$ cat config.mk
export PLATFORM = sky130hd
export DESIGN_NAME = column_rle_image_decoder_top
export DESIGN_NICKNAME = d
export VERILOG_FILES = /design/src/rtl/crid_pkg.sv /design/src/rtl/crid_ram.sv /design/src/rtl/column_rle_image_decoder_top.sv
export SDC_FILE = /design/constraint.sdc
export NUM_CORES = 2
export LEC_CHECK = 0
export BUFFER_PORTS_ARGS = -buffer_cell sky130_fd_sc_hd__buf_2
export CAP_MARGIN = 10
export CORE_ASPECT_RATIO = 1.75
export CORE_MARGIN = 3
export CORE_UTILIZATION = 40
export CTS_CLUSTER_DIAMETER = 30
export DETAILED_ROUTE_END_ITERATION = 16
export SLEW_MARGIN = 5
export SYNTH_ARGS = -nofsm -noshare
export SYNTH_HDL_FRONTEND = slang
export SYNTH_HIERARCHICAL = 1
export SYNTH_SLANG_ARGS = --single-unit
$ cat constraint.sdc
create_clock -name i_clk -period 13.35 [get_ports i_clk]
set_input_delay 1.335 -clock i_clk [delete_from_list [all_inputs] [get_ports i_clk]]
set_output_delay 1.335 -clock i_clk [all_outputs]
set_load 0.005 [all_outputs]
$ cat src/rtl/crid_pkg.sv
`timescale 1ns / 1ps
package crid_pkg;

    localparam int DEF_MAX_WIDTH       = 512;
    localparam int DEF_MAX_HEIGHT      = 256;
    localparam int DEF_PIXELS_PER_WORD = 8;

    localparam int PADDR_W = 4;

    localparam logic [1:0] REG_IMAGE_WIDTH  = 2'd0;
    localparam logic [1:0] REG_IMAGE_HEIGHT = 2'd1;
    localparam logic [1:0] REG_XOR_MASK     = 2'd2;

    localparam logic [9:0] RST_IMAGE_WIDTH  = 10'd320;
    localparam logic [8:0] RST_IMAGE_HEIGHT = 9'd200;
    localparam logic [7:0] RST_XOR_MASK     = 8'hFF;

    localparam logic [1:0] PH_CMD  = 2'd0;
    localparam logic [1:0] PH_LEN  = 2'd1;
    localparam logic [1:0] PH_DONE = 2'd2;

    typedef struct packed {
        logic [7:0] stream_byte;
        logic       start_of_image;
    } t_in_item;

    typedef struct packed {
        logic [31:0] pixel_word;
        logic [13:0] word_index;
        logic [3:0]  valid_count;
        logic        image_done;
        logic        end_of_item;
    } t_out_item;

endpackage

$ cat src/rtl/crid_ram.sv
`timescale 1ns / 1ps
module crid_ram #(
    parameter int WIDTH = 4,
    parameter int DEPTH = 256
) (
    input  logic                     i_clk,
    input  logic                     i_we,
    input  logic [$clog2(DEPTH)-1:0] i_waddr,
    input  logic [WIDTH-1:0]         i_wdata,
    input  logic [$clog2(DEPTH)-1:0] i_raddr,
    output logic [WIDTH-1:0]         o_rdata
);
    logic [WIDTH-1:0] r_mem [DEPTH];
    logic [WIDTH-1:0] r_rdata;

    always_ff @(posedge i_clk) begin
        if (i_we) begin
            r_mem[i_waddr] <= i_wdata;
        end
        r_rdata <= r_mem[i_raddr];
    end

    assign o_rdata = r_rdata;
endmodule

$ cat src/rtl/column_rle_image_decoder_top.sv
`timescale 1ns / 1ps
// channel   dir  handshake                    payload
// in        in   i_in_valid / o_in_stall      i_in_data  (stream_byte, start_of_image)
// out       out  o_out_valid / i_out_stall    o_out_data (pixel_word .. end_of_item)
// config    in   APB psel/penable/pwrite      paddr, pwdata, prdata, pready
//
// A byte that starts no run is handled in IDLE; a run passes RD then PIX per
// pixel, a read then a write-back of the single column store RAM. A final item
// flush passes FLUSH. The block takes no new item until done.
// Reset is synchronous; the column store is not cleared.
// A stalled output holds the sequencer whenever a finished word has nowhere to go.
module column_rle_image_decoder_top #(
    parameter int MAX_WIDTH       = crid_pkg::DEF_MAX_WIDTH,
    parameter int MAX_HEIGHT      = crid_pkg::DEF_MAX_HEIGHT
) (
    input  logic                      i_clk,
    input  logic                      i_rst_n,
    input  logic                      i_in_valid,
    output logic                      o_in_stall,
    input  crid_pkg::t_in_item        i_in_data,
    output logic                      o_out_valid,
    input  logic                      i_out_stall,
    output crid_pkg::t_out_item       o_out_data,
    input  logic                      psel,
    input  logic                      penable,
    input  logic                      pwrite,
    input  logic [crid_pkg::PADDR_W-1:0] paddr,
    input  logic [31:0]               pwdata,
    output logic [31:0]               prdata,
    output logic                      pready
);
    import crid_pkg::*;

    localparam int PIXELS_PER_WORD = DEF_PIXELS_PER_WORD;
    localparam int CW   = $clog2(MAX_WIDTH + 1);
    localparam int WCW  = (CW > 10) ? CW : 10;
    localparam int HC   = $clog2(MAX_HEIGHT + 1);
    localparam int HCW  = (HC > 9) ? HC : 9;
    localparam int RW   = $clog2(MAX_HEIGHT);
    localparam int CNTW = $clog2(PIXELS_PER_WORD + 1);
    localparam int IW   = (PIXELS_PER_WORD > 1) ? $clog2(PIXELS_PER_WORD) : 1;
    localparam int PKW  = 4 * PIXELS_PER_WORD;

    localparam logic [1:0] S_IDLE  = 2'd0;
    localparam logic [1:0] S_RD    = 2'd1;
    localparam logic [1:0] S_PIX   = 2'd2;
    localparam logic [1:0] S_FLUSH = 2'd3;

    logic [9:0] r_cfg_w;
    logic [8:0] r_cfg_h;
    logic [7:0] r_mask;

    logic [1:0]      r_state, n_state;
    logic [1:0]      r_phase, n_phase;
    logic            r_copy, n_copy;
    logic [3:0]      r_color, n_color;
    logic [WCW-1:0]  r_col, n_col;
    logic [RW-1:0]   r_row, n_row;
    logic [7:0]      r_len, n_len;
    logic [PKW-1:0]  r_pack, n_pack;
    logic [CNTW-1:0] r_cnt, n_cnt;
    logic [13:0]     r_wcnt, n_wcnt;
    t_out_item       r_hold, n_hold;
    logic            r_hold_v, n_hold_v;
    t_out_item       r_out;
    logic            r_out_v;

    logic [WCW-1:0]  w_eff, w_ext;
    logic [HCW-1:0]  h_eff, h_ext;
    logic            in_acc, out_free, out_load;
    t_out_item       out_nx;
    logic [7:0]      b;
    logic [7:0]      len_c;
    logic [3:0]      pix, ram_rdata;
    logic            ram_we;
    logic [CNTW-1:0] cnt1;
    logic [PKW-1:0]  pack1;
    logic [HCW-1:0]  row1;
    logic [RW-1:0]   row_nx;
    logic [WCW-1:0]  col1;
    logic [7:0]      len1;
    logic            done, emit;

    // config port
    assign pready = 1'b1;

    always_ff @(posedge i_clk) begin
        if (!i_rst_n) begin
            r_cfg_w <= RST_IMAGE_WIDTH;
            r_cfg_h <= RST_IMAGE_HEIGHT;
            r_mask  <= RST_XOR_MASK;
        end else if (psel && penable && pwrite) begin
            case (paddr[3:2])
                REG_IMAGE_WIDTH:  r_cfg_w <= pwdata[9:0];
                REG_IMAGE_HEIGHT: r_cfg_h <= pwdata[8:0];
                REG_XOR_MASK:     r_mask  <= pwdata[7:0];
                default: ;
            endcase
        end
    end

    always_comb begin
        case (paddr[3:2])
            REG_IMAGE_WIDTH:  prdata = 32'(r_cfg_w);
            REG_IMAGE_HEIGHT: prdata = 32'(r_cfg_h);
            REG_XOR_MASK:     prdata = 32'(r_mask);
            default:          prdata = 32'd0;
        endcase
    end

    // clamped dimensions
    always_comb begin
        w_ext = WCW'(r_cfg_w);
        h_ext = HCW'(r_cfg_h);
        if (r_cfg_w == 10'd0) begin
            w_eff = WCW'(1);
        end else if (w_ext > WCW'(MAX_WIDTH)) begin
            w_eff = WCW'(MAX_WIDTH);
        end else begin
            w_eff = w_ext;
        end
        if (r_cfg_h == 9'd0) begin
            h_eff = HCW'(1);
        end else if (h_ext > HCW'(MAX_HEIGHT)) begin
            h_eff = HCW'(MAX_HEIGHT);
        end else begin
            h_eff = h_ext;
        end
    end

    crid_ram #(
        .WIDTH(4),
        .DEPTH(MAX_HEIGHT)
    ) u_store (
        .i_clk  (i_clk),
        .i_we   (ram_we),
        .i_waddr(r_row),
        .i_wdata(pix),
        .i_raddr(r_row),
        .o_rdata(ram_rdata)
    );

    assign o_in_stall = (r_state != S_IDLE);
    assign in_acc     = i_in_valid && !o_in_stall;
    assign out_free   = !r_out_v || !i_out_stall;

    // per-pixel datapath
    always_comb begin
        if (r_copy) begin
            pix = (r_col == '0) ? 4'd0 : ram_rdata;
        end else begin
            pix = r_color;
        end
        cnt1  = r_cnt + CNTW'(1);
        pack1 = r_pack;
        pack1[4 * r_cnt[IW-1:0] +: 4] = pix;
        row1  = HCW'(r_row) + HCW'(1);
        if (row1 >= h_eff) begin
            row_nx = '0;
            col1   = r_col + WCW'(1);
        end else begin
            row_nx = row1[RW-1:0];
            col1   = r_col;
        end
        done = (col1 >= w_eff);
        emit = (cnt1 >= CNTW'(PIXELS_PER_WORD)) || done;
        len1 = r_len - 8'd1;
    end

    // sequencer
    always_comb begin
        n_state  = r_state;
        n_phase  = r_phase;
        n_copy   = r_copy;
        n_color  = r_color;
        n_col    = r_col;
        n_row    = r_row;
        n_len    = r_len;
        n_pack   = r_pack;
        n_cnt    = r_cnt;
        n_wcnt   = r_wcnt;
        n_hold   = r_hold;
        n_hold_v = r_hold_v;
        out_load = 1'b0;
        out_nx   = r_hold;
        ram_we   = 1'b0;
        b        = i_in_data.stream_byte ^ r_mask;
        len_c    = 8'd0;

        case (r_state)
            S_IDLE: begin
                if (in_acc) begin
                    if (i_in_data.start_of_image) begin
                        n_phase = PH_CMD;
                        n_copy  = 1'b0;
                        n_color = 4'd0;
                        n_col   = '0;
                        n_row   = '0;
                        n_pack  = '0;
                        n_cnt   = '0;
                        n_wcnt  = 14'd0;
                    end
                    if (n_phase != PH_DONE && n_col >= w_eff) begin
                        n_phase = PH_DONE;
                        if (n_cnt != '0) begin
                            n_hold.pixel_word  = 32'(n_pack);
                            n_hold.word_index  = n_wcnt;
                            n_hold.valid_count = 4'(n_cnt);
                            n_hold.image_done  = 1'b1;
                            n_hold.end_of_item = 1'b0;
                            n_hold_v = 1'b1;
                            n_wcnt   = n_wcnt + 14'd1;
                            n_pack   = '0;
                            n_cnt    = '0;
                            n_state  = S_FLUSH;
                        end
                    end else if (n_phase == PH_CMD) begin
                        if (!b[7]) begin
                            n_copy  = 1'b0;
                            n_color = b[3:0];
                            len_c   = {4'd0, b[7:4]};
                        end else begin
                            n_copy = 1'b1;
                            len_c  = {1'b0, b[6:0]};
                        end
                        if (len_c == 8'd0) begin
                            n_phase = PH_LEN;
                        end else begin
                            n_len   = len_c;
                            n_state = S_RD;
                        end
                    end else if (n_phase == PH_LEN) begin
                        n_phase = PH_CMD;
                        if (b != 8'd0) begin
                            n_len   = b;
                            n_state = S_RD;
                        end
                    end
                end
            end
            S_RD: begin
                n_state = S_PIX;
            end
            S_PIX: begin
                if (!(emit && r_hold_v && !out_free)) begin
                    ram_we = 1'b1;
                    n_row  = row_nx;
                    n_col  = col1;
                    n_len  = len1;
                    if (emit) begin
                        if (r_hold_v) begin
                            out_load = 1'b1;
                        end
                        n_hold.pixel_word  = 32'(pack1);
                        n_hold.word_index  = r_wcnt;
                        n_hold.valid_count = 4'(cnt1);
                        n_hold.image_done  = done;
                        n_hold.end_of_item = 1'b0;
                        n_hold_v = 1'b1;
                        n_wcnt   = r_wcnt + 14'd1;
                        n_pack   = '0;
                        n_cnt    = '0;
                    end else begin
                        n_pack = pack1;
                        n_cnt  = cnt1;
                    end
                    if (done) begin
                        n_phase = PH_DONE;
                    end
                    if (len1 != 8'd0 && !done) begin
                        n_state = S_RD;
                    end else if (emit || r_hold_v) begin
                        n_state = S_FLUSH;
                    end else begin
                        n_state = S_IDLE;
                    end
                end
            end
            S_FLUSH: begin
                if (out_free) begin
                    out_load = 1'b1;
                    out_nx.end_of_item = 1'b1;
                    n_hold_v = 1'b0;
                    n_state  = S_IDLE;
                end
            end
            default: begin
                n_state = S_IDLE;
            end
        endcase
    end

    always_ff @(posedge i_clk) begin
        if (!i_rst_n) begin
            r_state  <= S_IDLE;
            r_phase  <= PH_CMD;
            r_copy   <= 1'b0;
            r_color  <= 4'd0;
            r_col    <= '0;
            r_row    <= '0;
            r_len    <= 8'd0;
            r_pack   <= '0;
            r_cnt    <= '0;
            r_wcnt   <= 14'd0;
            r_hold_v <= 1'b0;
            r_out_v  <= 1'b0;
        end else begin
            r_state  <= n_state;
            r_phase  <= n_phase;
            r_copy   <= n_copy;
            r_color  <= n_color;
            r_col    <= n_col;
            r_row    <= n_row;
            r_len    <= n_len;
            r_pack   <= n_pack;
            r_cnt    <= n_cnt;
            r_wcnt   <= n_wcnt;
            r_hold_v <= n_hold_v;
            if (out_load) begin
                r_out_v <= 1'b1;
            end else if (!i_out_stall) begin
                r_out_v <= 1'b0;
            end
        end
    end

    always_ff @(posedge i_clk) begin
        r_hold <= n_hold;
        if (out_load) begin
            r_out <= out_nx;
        end
    end

    assign o_out_valid = r_out_v;
    assign o_out_data  = r_out;
endmodule
==> impl_metrics.yaml <==
yosys:
  yosysUniqueCellTypes: 77
  synth_top_area_share_pct: 65.99
  seq_area_frac_synth_pct: 70.60
  synth_edf_count: 1127
  synthFlopType: "edfxtp_1"
  synthArstFlopShare_pct: 0
  netlist_top_cells_area: "edfxtp_1 66%, mux4_2 11%, dfxtp_1 4.6%"
  synth-seq-cells: 1245
  yosys_warnings: 6
  avgSynthCellArea_um2: 16.38
  syn_area_mm2: 0.05128
  syn_inst: 3130
  synth_top_area_cell: "edfxtp_1"
critical_path:
  cp_num_buf_inv: 2
  cp_max_fo: 55
  crit_slowest_cell: "dfxtp_4"
  cp_top_family: "simple AND/OR/NAND/NOR gates"
  cp.arrival_ns: 8.56
  path_cells: "ha_1 -> and3_1 -> and3_1 -> xor2_1 -> ha_1 -> and4_1 -> a2111oi_0 -> o31a_1 -> o21ai_0 -> and2_1 -> xor2_1 -> ha_1 -> and2_1 -> a221oi_1 -> o21a_1 -> and4_1 -> a21oi_2 -> inv_1 -> nand4_1 -> buf_4 -> nor2_1"
  start_kind: "flip-flop"
  crit_required_ns: 13.74
  crit_path_frequent_cell: "ha_1"
  max_stage_delay_ns: 0.86
  setup.worst_path.end_class: "flip-flop"
  setup.worst_path.class: "flip-flop to flip-flop"
power:
  clock_power_share_pct: 42.7
  combPwrFrac_pct: 8.0
  leakagePower_nw: 17.79
  p_per_area_mw_per_mm2: 152.4
  net-switching-power_mw: 2.063
  cell_internal_pwr_mw: 6.757
  p_sw_share_pct: 23.39
  max-vdd-ir-drop_mv: 0.1039
  seqPwrFrac_pct: 49.3
sta:
  fmax_mhz: 122.4
  tightest_slew_ns: 1.173
  setup_slack_ns: 5.180
  clock_skew_ns: 0.04171
  final.setup.tns_ns: 0
  slew_headroom_pct: 21.79
  slew_violations: 0
  hold_viol_final: 0
  fin_crit_ns: 8.170
  grt_setup_unrepaired: "false"
  whs_ns: 0.4172
  period_share_pct: 61.20
  setup_violations: 0
detailed_routing:
  viasPerCell: 5.561
  drt_iter0_drc: 1978
  vias: 27804
  finalWirelength_mm: 124.4
  dr.pass1.iters: 6
  wire_per_inst_um: 24.88
  drc: 0
  ant_nets: 0
global_routing:
  grt_max_degree: 120
  grt_pass1_vias: 29234
  grt_pass1_wl_mm: 186.7
  grt_overflow: 0
  grt_use_total_pct: 18.79
  antenna_found_initial: 2
floorplan:
  design.die.area_mm2: 0.1327
  core_area_mm2: 0.1271
  io_pins: 139
  initial_core_util_pct: 40.36
  die_y_um: 479.7
  die_w_um: 276.7
  rows: 173
layout:
  final_cell_mix: "1127 x edfxtp_1, 345 x nor2_1, 250 x mux4_2"
  layout.nets: 3321
  postLayoutCoreUtil_pct: 45.56
  layout_commonest_cell: "edfxtp_1"
  final_area_mm2: 0.05789
  area_delta_synth_final_pct: 12.89
  n_fill_cell: 10777
  drive_gt1_share_pct: 19.90
worst_hold_path:
  worstHoldPathType: "flip-flop to flip-flop"
clock_tree:
  ctsHoldBuffers: 0
  cts_tree: "yes"
  cts_root_buffer: "clkbuf_16"
  clkTransAtPathRegs_ns: 0.06
  htreeDepth: 4
  cts.path.max_buffers: 3
  cts_resized: 0
  cts_buffers: 139
  insertion_delay_ns: 0.76
  cts_setup_buffers: 0
  clock_sinks: 1245
placement:
  dp_hpwl_mm: 80.90
  placed_area_mm2: 0.05331
  dp_slack_ns: 5.099
  io_buffer_count: 91
  place_congestion: 0.8310
run_status:
  status: "complete, no violations"
job:
  cap_violations: 0
## registers in the layout, indices dropped and copies added, names as in the netlist, 8 cells and up
| register | flops |
|---|---|
| r_len | 8 |
| r_col | 10 |
| o_out_data | 52 |
| r_pack | 32 |
| r_row | 8 |
| r_mask | 8 |
| r_cfg_w | 10 |
| out_nx | 51 |
| r_wcnt | 14 |
| h_ext | 9 |
| u_store/r_mem | 1024 |
## synthesized netlist by cell type, types with 5 or more instances
library cell,number
inv_1,43
o221ai_1,8
o211ai_1,16
a21oi_2,6
a31oi_1,24
mux2_2,10
mux4_2,250
inv_2,6
nor3_1,25
buf_4,34
a22o_1,35
nor2_1,347
xnor2_1,8
a211oi_1,17
a21oi_1,68
nor4_1,14
nand2_1,176
xor2_1,21
a2111oi_0,8
or3_1,8
ha_1,39
a21o_1,8
nand4_1,26
and2_1,21
nand2b_1,30
dfxtp_1,118
clkbuf_1,105
nand3_1,81
edfxtp_1,1127
buf_6,19
a311oi_1,6
a22oi_1,34
nand3b_1,6
and4_1,5
a221oi_1,9
o21ai_0,72
buf_1,15
nor2b_1,51
buf_2,28
o22ai_1,35
and3_1,11
mux2i_1,88
## stage by stage
stage,total power [mW],std cells
after CTS,8.915,4998
after global routing,9.123,5000
final,8.820,5000
after detailed placement,5.146,4750
after global placement,5.136,4750
after floorplan,4.947,3151
## per-layer routing
metal	global-route usage, %	wire length [µm]	up-vias
li1	-	-	12490
met1	19.49	42430	14190
met2	36.53	70840	856
met3	3.038	5437	268
met4	8.860	5711	0
met5	0	0	-
## final timing paths
path	startpoint	endpoint	slack, ns	depth (start not counted)
max	r_row[1]$_SDFFE_PN0P_	u_store/r_mem[140][0]$_DFFE_PP_	5.18	21
min reg2reg	out_nx[11]$_DFFE_PP_	o_out_data[11]$_DFFE_PP_	0.42	0
max reg2reg	r_row[1]$_SDFFE_PN0P_	u_store/r_mem[140][0]$_DFFE_PP_	5.18	21
min	out_nx[11]$_DFFE_PP_	o_out_data[11]$_DFFE_PP_	0.42	0
## cell families (layout without fill, tap and decap cells)
family	count (synthesis)	in the layout	share of synthesized area (%)
multiplexers	348	348	12.92
flip-flops	1245	1245	70.60
XOR/XNOR	29	29	0.4953
AND/OR/NAND/NOR	819	819	7.268
buffers and inverters	252	438	2.440
other	2	24	0.01464
AO/OA/AOI/OAI	396	396	5.316
adder cells (fa/ha/maj)	39	39	0.9515
## power by group through the flow
stage	logic, mW	registers (mW)	clock network (mW)
2_1_floorplan	0.528	4.42	0
3_3_place_gp	0.704	4.43	0
3_5_place_dp	0.713	4.43	0
4_1_cts	0.715	4.35	3.85
5_1_grt	0.764	4.35	4.01
6_report	0.703	4.35	3.77
## final cells by class
class	count	area, µm²	area share (%)
repair buffers	139	828.3	1.431
diodes	1	2.502	0.004323
flip-flops and latches	1245	36220	62.57
inverters	51	211.5	0.3653
well taps	1662	2079	3.592
clock inverters	87	877.1	1.515
clock buffers	161	3699	6.389
multi-input cells	1654	13970	24.14
Power figures use the tool's default switching activity.
